$ cat src/rtl/gmc_pkg.sv
// Shared types and constants for the gate motor controller.
package gmc_pkg;

  localparam int unsigned TIME_W = 32;
  localparam logic [TIME_W-1:0] THRESHOLD_RESET = 32'd1000;

  typedef enum logic [3:0] {
    ACT_DO_PRESS      = 4'd0,
    ACT_DO_RELEASE    = 4'd1,
    ACT_DC_PRESS      = 4'd2,
    ACT_DC_RELEASE    = 4'd3,
    ACT_SO_PRESS      = 4'd4,
    ACT_SO_RELEASE    = 4'd5,
    ACT_SC_PRESS      = 4'd6,
    ACT_SC_RELEASE    = 4'd7,
    ACT_OPEN_LIMIT    = 4'd8,
    ACT_CLOSED_LIMIT  = 4'd9,
    ACT_OBSTACLE      = 4'd10,
    ACT_CONFLICT      = 4'd11,
    ACT_REVERSE_DONE  = 4'd12
  } action_t;

  typedef enum logic [2:0] {
    PH_CLOSED    = 3'd0,
    PH_OPEN      = 3'd1,
    PH_OPENING   = 3'd2,
    PH_CLOSING   = 3'd3,
    PH_REVERSING = 3'd4,
    PH_STOPPED   = 3'd5
  } phase_t;

  typedef enum logic [1:0] {
    MD_NONE   = 2'd0,
    MD_MANUAL = 2'd1,
    MD_AUTO   = 2'd2
  } mode_t;

  typedef enum logic [1:0] {
    CM_NONE  = 2'd0,
    CM_OPEN  = 2'd1,
    CM_CLOSE = 2'd2,
    CM_STOP  = 2'd3
  } cmd_t;

  typedef enum logic [1:0] {
    OR_NONE     = 2'd0,
    OR_DRIVER   = 2'd1,
    OR_SECURITY = 2'd2,
    OR_SAFETY   = 2'd3
  } origin_t;

  typedef enum logic [1:0] {
    MOT_STOP  = 2'd0,
    MOT_OPEN  = 2'd1,
    MOT_CLOSE = 2'd2
  } motor_t;

  // held button bit positions
  localparam int unsigned HB_DO = 0;
  localparam int unsigned HB_DC = 1;
  localparam int unsigned HB_SO = 2;
  localparam int unsigned HB_SC = 3;

  typedef struct packed {
    phase_t            phase;
    mode_t             mode;
    cmd_t              cmd;
    origin_t           origin;
    logic [3:0]        held;
    cmd_t              lp_cmd;
    origin_t           lp_origin;
    logic [TIME_W-1:0] lp_time;
  } gmc_state_t;

  localparam gmc_state_t STATE_RESET = '{
    phase:     PH_CLOSED,
    mode:      MD_NONE,
    cmd:       CM_NONE,
    origin:    OR_NONE,
    held:      4'b0000,
    lp_cmd:    CM_NONE,
    lp_origin: OR_NONE,
    lp_time:   '0
  };

endpackage

$ cat src/rtl/gmc_ifs.sv
// Channel interfaces: event input, status result and threshold write.
interface gmc_evt_if;
  logic        valid;
  logic        ready;
  logic [3:0]  action;
  logic [31:0] time_ms;
  modport source (output valid, output action, output time_ms, input ready);
  modport sink (input valid, input action, input time_ms, output ready);
endinterface

interface gmc_res_if;
  logic       valid;
  logic       ready;
  logic [2:0] gate_status;
  logic [1:0] mode_out;
  logic [1:0] command_out;
  logic [1:0] motor_drive;
  modport source (output valid, output gate_status, output mode_out,
                  output command_out, output motor_drive, input ready);
  modport sink (input valid, input gate_status, input mode_out,
                input command_out, input motor_drive, output ready);
endinterface

interface gmc_cfg_if;
  logic        valid;
  logic        ready;
  logic [31:0] press_limit_ms;
  modport source (output valid, output press_limit_ms, input ready);
  modport sink (input valid, input press_limit_ms, output ready);
endinterface

$ cat src/rtl/gmc_next.sv
// Next-state logic of the gate controller for one event.
module gmc_next (
  input  gmc_pkg::gmc_state_t  state,
  input  gmc_pkg::action_t     action,
  input  logic [31:0]          time_ms,
  input  logic [31:0]          threshold,
  output gmc_pkg::gmc_state_t  state_next
);

  typedef struct packed {
    gmc_pkg::cmd_t    cmd;
    gmc_pkg::origin_t origin;
  } pick_t;

  function automatic gmc_pkg::gmc_state_t stop_f(gmc_pkg::gmc_state_t s);
    gmc_pkg::gmc_state_t r;
    r = s;
    r.phase  = gmc_pkg::PH_STOPPED;
    r.mode   = gmc_pkg::MD_NONE;
    r.cmd    = gmc_pkg::CM_STOP;
    r.origin = gmc_pkg::OR_NONE;
    return r;
  endfunction

  function automatic gmc_pkg::gmc_state_t open_f(gmc_pkg::gmc_state_t s,
                                                 gmc_pkg::origin_t o);
    gmc_pkg::gmc_state_t r;
    r = s;
    if (s.phase != gmc_pkg::PH_OPEN) begin
      r.phase  = gmc_pkg::PH_OPENING;
      r.mode   = gmc_pkg::MD_MANUAL;
      r.cmd    = gmc_pkg::CM_OPEN;
      r.origin = o;
    end
    return r;
  endfunction

  function automatic gmc_pkg::gmc_state_t close_f(gmc_pkg::gmc_state_t s,
                                                  gmc_pkg::origin_t o);
    gmc_pkg::gmc_state_t r;
    r = s;
    if (s.phase != gmc_pkg::PH_CLOSED) begin
      r.phase  = gmc_pkg::PH_CLOSING;
      r.mode   = gmc_pkg::MD_MANUAL;
      r.cmd    = gmc_pkg::CM_CLOSE;
      r.origin = o;
    end
    return r;
  endfunction

  // security outranks driver; a panel with both buttons held gives nothing
  function automatic pick_t pick_f(logic [3:0] h);
    pick_t p;
    p.cmd    = gmc_pkg::CM_NONE;
    p.origin = gmc_pkg::OR_NONE;
    if (h[gmc_pkg::HB_SO] && !h[gmc_pkg::HB_SC]) begin
      p.cmd    = gmc_pkg::CM_OPEN;
      p.origin = gmc_pkg::OR_SECURITY;
    end else if (h[gmc_pkg::HB_SC] && !h[gmc_pkg::HB_SO]) begin
      p.cmd    = gmc_pkg::CM_CLOSE;
      p.origin = gmc_pkg::OR_SECURITY;
    end else if (h[gmc_pkg::HB_DO] && !h[gmc_pkg::HB_DC]) begin
      p.cmd    = gmc_pkg::CM_OPEN;
      p.origin = gmc_pkg::OR_DRIVER;
    end else if (h[gmc_pkg::HB_DC] && !h[gmc_pkg::HB_DO]) begin
      p.cmd    = gmc_pkg::CM_CLOSE;
      p.origin = gmc_pkg::OR_DRIVER;
    end
    return p;
  endfunction

  function automatic gmc_pkg::gmc_state_t eval_f(gmc_pkg::gmc_state_t s);
    pick_t p;
    gmc_pkg::gmc_state_t r;
    p = pick_f(s.held);
    r = s;
    if (s.mode == gmc_pkg::MD_AUTO && s.origin == gmc_pkg::OR_SECURITY &&
        !s.held[gmc_pkg::HB_SO] && !s.held[gmc_pkg::HB_SC]) begin
      r = s;
    end else if ((s.held[gmc_pkg::HB_SO] && s.held[gmc_pkg::HB_SC]) ||
                 (s.held[gmc_pkg::HB_DO] && s.held[gmc_pkg::HB_DC])) begin
      r = stop_f(s);
    end else if (p.cmd == gmc_pkg::CM_OPEN) begin
      r = open_f(s, p.origin);
    end else if (p.cmd == gmc_pkg::CM_CLOSE) begin
      r = close_f(s, p.origin);
    end
    return r;
  endfunction

  logic [31:0]         dur;
  logic [3:0]          btn;
  gmc_pkg::cmd_t       btn_cmd;
  gmc_pkg::origin_t    btn_origin;
  pick_t               rest;
  gmc_pkg::gmc_state_t rel;

  assign dur        = (time_ms < state.lp_time) ? '0 : time_ms - state.lp_time;
  assign btn        = 4'b0001 << action[2:1];
  assign btn_cmd    = action[1] ? gmc_pkg::CM_CLOSE : gmc_pkg::CM_OPEN;
  assign btn_origin = action[2] ? gmc_pkg::OR_SECURITY : gmc_pkg::OR_DRIVER;

  always_comb begin
    rel      = state;
    rel.held = state.held & ~btn;
    rest     = pick_f(rel.held);
  end

  always_comb begin
    state_next = state;
    case (action)
      gmc_pkg::ACT_DO_PRESS, gmc_pkg::ACT_DC_PRESS,
      gmc_pkg::ACT_SO_PRESS, gmc_pkg::ACT_SC_PRESS: begin
        state_next.held      = state.held | btn;
        state_next.lp_cmd    = btn_cmd;
        state_next.lp_origin = btn_origin;
        state_next.lp_time   = time_ms;
        state_next           = eval_f(state_next);
      end
      gmc_pkg::ACT_DO_RELEASE, gmc_pkg::ACT_DC_RELEASE,
      gmc_pkg::ACT_SO_RELEASE, gmc_pkg::ACT_SC_RELEASE: begin
        if (state.lp_cmd != btn_cmd || state.lp_origin != btn_origin) begin
          state_next = eval_f(rel);
        end else if (dur < threshold) begin
          state_next        = rel;
          state_next.mode   = gmc_pkg::MD_AUTO;
          state_next.cmd    = btn_cmd;
          state_next.origin = btn_origin;
        end else if (rest.cmd == gmc_pkg::CM_OPEN || rest.cmd == gmc_pkg::CM_CLOSE) begin
          if (rest.cmd == gmc_pkg::CM_OPEN) begin
            state_next = open_f(rel, rest.origin);
          end else begin
            state_next = close_f(rel, rest.origin);
          end
          state_next.lp_cmd    = rest.cmd;
          state_next.lp_origin = rest.origin;
          state_next.lp_time   = time_ms;
        end else begin
          state_next           = stop_f(rel);
          state_next.lp_cmd    = gmc_pkg::CM_NONE;
          state_next.lp_origin = gmc_pkg::OR_NONE;
        end
      end
      gmc_pkg::ACT_OPEN_LIMIT: begin
        if (state.phase == gmc_pkg::PH_OPENING || state.phase == gmc_pkg::PH_REVERSING) begin
          state_next.phase     = gmc_pkg::PH_OPEN;
          state_next.mode      = gmc_pkg::MD_NONE;
          state_next.cmd       = gmc_pkg::CM_NONE;
          state_next.origin    = gmc_pkg::OR_NONE;
          state_next.lp_cmd    = gmc_pkg::CM_NONE;
          state_next.lp_origin = gmc_pkg::OR_NONE;
        end
      end
      gmc_pkg::ACT_CLOSED_LIMIT: begin
        if (state.phase == gmc_pkg::PH_CLOSING) begin
          state_next.phase     = gmc_pkg::PH_CLOSED;
          state_next.mode      = gmc_pkg::MD_NONE;
          state_next.cmd       = gmc_pkg::CM_NONE;
          state_next.origin    = gmc_pkg::OR_NONE;
          state_next.lp_cmd    = gmc_pkg::CM_NONE;
          state_next.lp_origin = gmc_pkg::OR_NONE;
        end
      end
      gmc_pkg::ACT_OBSTACLE: begin
        if (state.phase == gmc_pkg::PH_CLOSING) begin
          state_next.phase  = gmc_pkg::PH_REVERSING;
          state_next.mode   = gmc_pkg::MD_AUTO;
          state_next.cmd    = gmc_pkg::CM_OPEN;
          state_next.origin = gmc_pkg::OR_SAFETY;
        end
      end
      gmc_pkg::ACT_CONFLICT: begin
        state_next = stop_f(state);
      end
      gmc_pkg::ACT_REVERSE_DONE: begin
        if (state.phase == gmc_pkg::PH_REVERSING) begin
          state_next           = stop_f(state);
          state_next.lp_cmd    = gmc_pkg::CM_NONE;
          state_next.lp_origin = gmc_pkg::OR_NONE;
        end
      end
      default: begin
        state_next = state;
      end
    endcase
  end

endmodule

$ cat src/rtl/gate_motor_controller_fsm.sv
// Gate motor controller top level: event register, next-state logic, result register.
// Two register stages: the event register holds an accepted event, the result register its result.
// Throughput: one event per cycle, save for the stall below; the gate state loop has one register.
// The event and result registers stall only while a result waits to be taken.
// Reset (rst, synchronous): gate idle closed, no mode or command, no buttons held,
// threshold 1000 ms, both pipeline registers empty. Threshold writes are always ready.
module gate_motor_controller_fsm (
  input  logic      clk,
  input  logic      rst,
  gmc_evt_if.sink   evt,
  gmc_res_if.source res,
  gmc_cfg_if.sink   cfg
);

  logic                in_valid;
  gmc_pkg::action_t    in_action;
  logic [31:0]         in_time;
  logic [31:0]         threshold;
  gmc_pkg::gmc_state_t state;
  gmc_pkg::gmc_state_t state_next;
  gmc_pkg::motor_t     motor_next;
  logic                out_valid;
  gmc_pkg::phase_t     out_status;
  gmc_pkg::mode_t      out_mode;
  gmc_pkg::cmd_t       out_cmd;
  gmc_pkg::motor_t     out_motor;
  logic                advance;

  assign advance   = in_valid && (!out_valid || res.ready);
  assign evt.ready = !in_valid || advance;
  assign cfg.ready = 1'b1;

  gmc_next u_next (
    .state      (state),
    .action     (in_action),
    .time_ms    (in_time),
    .threshold  (threshold),
    .state_next (state_next)
  );

  always_comb begin
    case (state_next.phase)
      gmc_pkg::PH_OPENING, gmc_pkg::PH_REVERSING: motor_next = gmc_pkg::MOT_OPEN;
      gmc_pkg::PH_CLOSING:                        motor_next = gmc_pkg::MOT_CLOSE;
      default:                                    motor_next = gmc_pkg::MOT_STOP;
    endcase
  end

  always_ff @(posedge clk) begin
    if (rst) begin
      in_valid  <= 1'b0;
      out_valid <= 1'b0;
      state     <= gmc_pkg::STATE_RESET;
      threshold <= gmc_pkg::THRESHOLD_RESET;
    end else begin
      if (cfg.valid) begin
        threshold <= cfg.press_limit_ms;
      end
      if (evt.ready) begin
        in_valid <= evt.valid;
      end
      if (advance) begin
        state     <= state_next;
        out_valid <= 1'b1;
      end else if (res.ready) begin
        out_valid <= 1'b0;
      end
    end
  end

  always_ff @(posedge clk) begin
    if (evt.valid && evt.ready) begin
      in_action <= gmc_pkg::action_t'(evt.action);
      in_time   <= evt.time_ms;
    end
    if (advance) begin
      out_status <= state_next.phase;
      out_mode   <= state_next.mode;
      out_cmd    <= state_next.cmd;
      out_motor  <= motor_next;
    end
  end

  assign res.valid       = out_valid;
  assign res.gate_status = out_status;
  assign res.mode_out    = out_mode;
  assign res.command_out = out_cmd;
  assign res.motor_drive = out_motor;

endmodule

$ cat src/flat_wrapper.sv
// flat-port wrapper written by rule: the top's interface ports become plain ports
module gate_motor_controller_fsm_flat 
  (clk, rst, evt_valid, evt_action, evt_time_ms, evt_ready, res_valid, res_gate_status, res_mode_out, res_command_out, res_motor_drive, res_ready, cfg_valid, cfg_press_limit_ms, cfg_ready);
  gmc_evt_if evt_i ();
  gmc_res_if res_i ();
  gmc_cfg_if cfg_i ();
  input  logic clk;
  input  logic rst;
  input wire logic [$bits(evt_i.valid)-1:0] evt_valid;
  input wire logic [$bits(evt_i.action)-1:0] evt_action;
  input wire logic [$bits(evt_i.time_ms)-1:0] evt_time_ms;
  output wire logic [$bits(evt_i.ready)-1:0] evt_ready;
  output wire logic [$bits(res_i.valid)-1:0] res_valid;
  output wire logic [$bits(res_i.gate_status)-1:0] res_gate_status;
  output wire logic [$bits(res_i.mode_out)-1:0] res_mode_out;
  output wire logic [$bits(res_i.command_out)-1:0] res_command_out;
  output wire logic [$bits(res_i.motor_drive)-1:0] res_motor_drive;
  input wire logic [$bits(res_i.ready)-1:0] res_ready;
  input wire logic [$bits(cfg_i.valid)-1:0] cfg_valid;
  input wire logic [$bits(cfg_i.press_limit_ms)-1:0] cfg_press_limit_ms;
  output wire logic [$bits(cfg_i.ready)-1:0] cfg_ready;
  assign evt_i.valid = evt_valid;
  assign evt_i.action = evt_action;
  assign evt_i.time_ms = evt_time_ms;
  assign evt_ready = evt_i.ready;
  assign res_valid = res_i.valid;
  assign res_gate_status = res_i.gate_status;
  assign res_mode_out = res_i.mode_out;
  assign res_command_out = res_i.command_out;
  assign res_motor_drive = res_i.motor_drive;
  assign res_i.ready = res_ready;
  assign cfg_i.valid = cfg_valid;
  assign cfg_i.press_limit_ms = cfg_press_limit_ms;
  assign cfg_ready = cfg_i.ready;
  gate_motor_controller_fsm u_core (.clk(clk), .rst(rst), .evt(evt_i), .res(res_i), .cfg(cfg_i));
endmodule
$ cat config.mk
export PLATFORM = sky130hd
export DESIGN_NAME = gate_motor_controller_fsm_flat
export DESIGN_NICKNAME = d
export VERILOG_FILES = /design/src/rtl/gmc_pkg.sv /design/src/rtl/gmc_ifs.sv /design/src/rtl/gmc_next.sv /design/src/rtl/gate_motor_controller_fsm.sv /design/src/flat_wrapper.sv
export SDC_FILE = /design/constraint.sdc
export NUM_CORES = 1
export LEC_CHECK = 0
export BUFFER_PORTS_ARGS = -buffer_cell sky130_fd_sc_hd__buf_2
export CAP_MARGIN = 20
export CORE_ASPECT_RATIO = 0.75
export CORE_MARGIN = 5
export CORE_UTILIZATION = 51
export CTS_CLUSTER_DIAMETER = 200
export DETAILED_ROUTE_END_ITERATION = 8
export MAX_ROUTING_LAYER = met4
export PLACE_DENSITY_LB_ADDON = 0.2
export SYNTH_ARGS = -nofsm -noshare
export SYNTH_HDL_FRONTEND = slang
export SYNTH_SLANG_ARGS = --single-unit
$ cat constraint.sdc
create_clock -name clk -period 5.2 [get_ports clk]
set_input_delay 0 -clock clk [delete_from_list [all_inputs] [get_ports clk]]
set_output_delay 0 -clock clk [all_outputs]
set_load 0.02 [all_outputs]
## Word level (Yosys, flattened, before mapping)

Cells that the tools add are included.

| storage, ports and cells | value |
|---|---|
| input bits | 73 |
| word-level logic and storage cells | 165 |
| output and inout port bits | 12 |
| flip-flop bits (word level) | 128 |

| operators by class | value |
|---|---|
| bitwise gates (word level) | 4 |
| $lt $le $gt $ge | 2 |
| shifts and indexed selects | 1 |
| multiplexer cells | 45 |
| reductions and logical operators | 49 |
| add/subtract/negate cells | 1 |
| eq/ne operators | 46 |

Operator list:

| cell | count |
|---|---|
| two-way mux 49 bit | 13 |
| one-hot mux 32 bit (3 select lines) | 1 |
| two-way mux 9 bit | 9 |
| < comparator 32 bit | 2 |
| one-hot mux 9 bit (7 select lines) | 1 |
| two-way mux 4 bit | 13 |
| two-way mux 32 bit | 1 |
| subtractor 32 bit | 1 |
| equality test 4 bit, second input constant | 5 |
| one-hot mux 4 bit (5 select lines) | 1 |
| logical AND 1 bit | 19 |
| equality test 4 x 3 -> 1 bit, second input constant | 4 |
| != test 2 bit, second input constant | 8 |
| AND reduction 16 bit | 1 |
| != test 5 bit, second input constant | 3 |
| equality test 3 x 2 -> 1 bit, second input constant | 4 |
| != test 4 bit, second input constant | 3 |
| != test 6 bit, second input constant | 2 |
| one-hot mux 4 bit (3 select lines) | 1 |
| equality test 2 bit, second input constant | 5 |
| zero test 1 bit | 10 |
| equality test 4 x 2 -> 1 bit, second input constant | 2 |
| OR reduction 4 bit | 2 |
| logical OR 1 bit | 7 |
| 23 further kinds | 30 |

## Longest topological paths before layout

| depth | value |
|---|---|
| depth in word-level cells | 21 |
| mapped depth | 26 |
| gate-level depth less buffers | 25 |

## Cells and area by module

A second synthesis with hierarchy kept.

| second synthesis, totals | value |
|---|---|
| cell total of the unflattened synthesis | 1100 |
| area total of the unflattened synthesis | 9850.7 µm² |

Modules (own cells, without submodules):

| module | instances | area an instance (µm²) | sequential area each (µm²) | cells each |
|---|---|---|---|---|
| gmc_next | 1 | 4997.3 | 0.0 | 723 |
| gate_motor_controller_fsm | 1 | 4853.4 | 3012.9 | 377 |

## Worst setup path before layout

No wires, ideal clock.

| path | value |
|---|---|
| kind | reg-to-reg |
| start | register u_core.in_time[0] |
| end | register u_core.out_mode[1] (netlist: u_core.res.mode_out[1]) (data pin) |
| cell stages (with the launch flop) | 25 |
| data arrival time | 4982 ps |
| library setup time | 264 ps |
| period minus slack after synthesis | 5246 ps |
| setup slack | -46 ps |
| path through | edfxtp_1 > inv_1 > ha_1 > inv_1 > fa_1 > a211o_1 > a31oi_1 > a211o_1 > o21a_4 > a21oi_1 > or2_2 > a211oi_1 > o21bai_1 > mux2_2 > ha_1 > nand4_1 > nor3_1 > nand4_1 > a211o_1 > o32a_4 > nand2_2 > buf_12 > a311oi_4 > a2111oi_4 > nor2_1 |

RTL lines:

| item | RTL line | source |
|---|---|---|
| start, declared | gate_motor_controller_fsm.sv:17 | `logic [31:0] in_time;` |
| start signal, assigned | gate_motor_controller_fsm.sv:74 | `in_time <= evt.time_ms;` |
| end signal, assigned | gate_motor_controller_fsm.sv:78 | `out_mode <= state_next.mode;` |
| end, declared | gate_motor_controller_fsm.sv:24 | `gmc_pkg::mode_t out_mode;` |

==> flow_summary.ini <==
[clock_tree]
clk_latency_ns = 0.43
cts_num_sinks = 128
cts_tree = done
cts.path.max_buffers = 2
cts_made_buffers = 17
htreeDepth = 4
path_clk_slew_ns = 0.06
cts_root_buf = clkbuf_16

[timing]
slew_viol_final = 0
final.min_clock_period_ns = 5.19
fin_worst_skew_ns = 0.0152
relSlewSlack = 0.286
final_hold_viol_count = 0
timing.fmax_mhz = 193
whs_ns = 0.0810
period_share = 0.998
rsz0062_at_grt = yes
tightest_slew_ns = 1.07
setup_viol = 0

[setup_path]
r2r_start = u_core.in_time[18]
path_max_fanout = 11
ff2ff_path_depth = 19
r2r_setup_slack_ns = 0.008
arrival_ns = 5.36
start_kind = register
cp.required_ns = 5.36
critPathKind = register to register
r2r-end = u_core.res.motor_drive[1]
critPathCaptureType = register

[placement]
hpwl_microns = 17700
routabilityCongestion = 0.993
port_buffers = 83
placed_area_sq_um = 9850

[cells_and_area]
fin_nets = 1384
n_antenna_cell = 0
stdcell_area_sq_um = 11600
final_core_util = 0.683
seqCellArea_sq_um = 3010
nFillCells = 1383
multi_input_area_sq_um = 5590
drive_gt1_frac = 0.210
final_common_cell = nor2_1
final_cell_mix = nor2_1, inv_1, dfxtp_1, buf_2
syn_to_final_growth_pct = 31.0

[global_routing]
gr-total-overflow = 0
grt_pass1_vias = 7718
track_usage = 0.258
grt_max_degree = 39
antenna_found_initial = 0
grt_pass1_wl_microns = 39800

[min_path]
hp-class = input pin to register
hold_depth = 3
min_from = rst
worstHoldEndpoint = u_core.state[29]

[die]
row_count = 41
core_area_sq_um = 16900
die_area_sq_um = 20100
boundaryPins = 85
die_w_microns = 162
start_util = 0.522
fp.dieH_microns = 124

[drt]
drc = 0
drt_iter0_drc = 841
detail_route.wl_per_cell_microns = 17.6
totalWireLength_microns = 25700
vias = 8233
ant_nets = 0
dr.pass1.iters = 5
via_per_inst = 5.64

[synthesis]
syn_area_per_cell_sq_um = 8.57
yosysWarnings = 0
synth_edf_count = 45
ys_seq_elements = 128
netlist_instances = 1030
ys_types = 80
yosysSeqAreaShare = 0.341
synth_ff_type = dfxtp_1
syn_nets = 1182
synth-async-reset-ratio = 0
synth_area_sq_um = 8830

[power]
clock_power_share = 0.387
switchingPower_mw = 0.985
combPwrFrac = 0.263
p_leak_nw = 5.05
internal_power_mw = 2.24
power_density_nw_per_um2 = 279
peakVddDrop_mv = 0.202
seqPwrFrac = 0.349
sw_frac_of_total = 0.305

[run]
cap_violations = 0

[run_status]
status = complete, no violations
## stage by stage
step | setup WS [ns] | instances | TNS (ns) | power (mW)
after floorplan | 0.0285 | 1030 | 0 | 1.62
after global placement | 0.00964 | 1353 | 0 | 1.84
after detailed placement | -0.209 | 1353 | -2.82 | 1.84
after CTS | 0.0116 | 1457 | 0 | 3.14
after global routing | -0.204 | 1460 | -3.92 | 3.38
final | 0.00807 | 1460 | 0 | 3.23
## layer usage
metal  vias to the layer above  share of wire  GRT usage
met5                         -              0          -
met4                         0         0.0087     0.0571
met3                        21          0.080     0.0642
met2                       308           0.42      0.375
met1                      3835           0.49      0.364
li1                       4069              -          -
## cell families (layout without fill, tap and decap cells)
kind of cell | after synthesis | count (layout) | synth area share
adders and majority gates | 79 | 79 | 0.113
and+or+nand+nor | 335 | 335 | 0.175
DFF | 128 | 128 | 0.341
other | 1 | 1 | 0.000425
AOI/OAI and AO/OA | 255 | 255 | 0.206
buffers and inverters | 142 | 357 | 0.0656
xor gates and xnor gates | 25 | 25 | 0.0248
muxes | 65 | 65 | 0.0738
## worst max-delay path by stage
stage	start	endpoint	cells past startpoint
2_1_floorplan	u_core.in_time[0]	u_core.res.mode_out[1]	24
3_3_place_gp	u_core.in_time[0]	u_core.res.command_out[0]	24
3_5_place_dp	u_core.in_time[0]	u_core.res.command_out[0]	24
4_1_cts	u_core.in_time[0]	u_core.res.command_out[0]	24
5_1_grt	u_core.in_time[18]	u_core.res.motor_drive[1]	19
6_report	u_core.in_time[18]	u_core.res.motor_drive[1]	19
## sequential cells by signal, summed over array words and instances (netlist names), named ones only
register and flops:
u_core.in_valid 1, u_core.res.mode_out 2, u_core.res.motor_drive 2, u_core.in_time 32
u_core.threshold 32, u_core.state 45, u_core.in_action 4, u_core.res.command_out 2
u_core.res.valid 1, u_core.res.gate_status 3
## timing repair
action                                  4_1_cts  5_1_grt
gates resized for setup                       9       60
hold buffers                                 71        0
gates cloned                                  0        0
hold endpoints to repair                     70        0
pin swaps                                     7       38
buffers inserted                              1        5
endpoints found under the setup margin       49       54
## power by group through the flow
stage,Combinational [mW],Sequential [mW],Clock [mW]
after global placement,0.692,1.14,0
after detailed placement,0.695,1.15,0
after global routing,0.928,1.13,1.32
final,0.850,1.13,1.25
after CTS,0.749,1.13,1.27
after floorplan,0.482,1.13,0
## cell usage after synthesis, types with 6 or more instances
library cell  number  share of area
o31ai_1            7         0.0060
buf_1              6         0.0026
or2_2              7         0.0050
and2_1             6         0.0043
nand3_1           25          0.014
nand4_1            6         0.0043
xnor2_1           15          0.015
o22ai_1            7         0.0050
a211oi_1          19          0.016
nor2_1           151          0.064
o21bai_1           6         0.0051
o211ai_1          15          0.013
clkbuf_1          30          0.013
a21o_1            17          0.014
mux2i_1           64          0.073
o21ai_0           40          0.023
dfxtp_1           83           0.19
nand2b_1          15          0.011
nand2_1           57          0.024
ha_1              78           0.11
nor3_1            28          0.016
inv_1             97          0.041
a21oi_1           62          0.035
nor2b_1            7         0.0050
nor4_1             6         0.0043
edfxtp_1          45           0.15
a31oi_1           11         0.0078
xor2_1            10         0.0099
o21a_1            12          0.010
## worst max-delay path, cell delays in order, from the launching register on
cell      delay [ns]
edfxtp_1        0.39
ha_1            0.34
nand3_1         0.12
or4_4           0.57
a211o_1         0.25
o21a_4          0.14
buf_4           0.14
o21a_4          0.22
buf_4           0.18
nor3_1          0.32
ha_1            0.22
nand4_1         0.21
nor4_2          0.23
nand4_1         0.17
a211o_1         0.36
o32a_4          0.29
a211oi_2        0.28
o31ai_2         0.16
o21a_1          0.16
nor3b_2         0.16
## layout make-up
type,instances,area share
Multi-Input combinational cell,760,0.483
Inverter,99,0.0323
Sequential cell,128,0.260
Tap cell,215,0.0233
Clock inverter,15,0.0158
Clock buffer,17,0.0368
Timing Repair Buffer,226,0.148
Power figures use the tool's default switching activity.
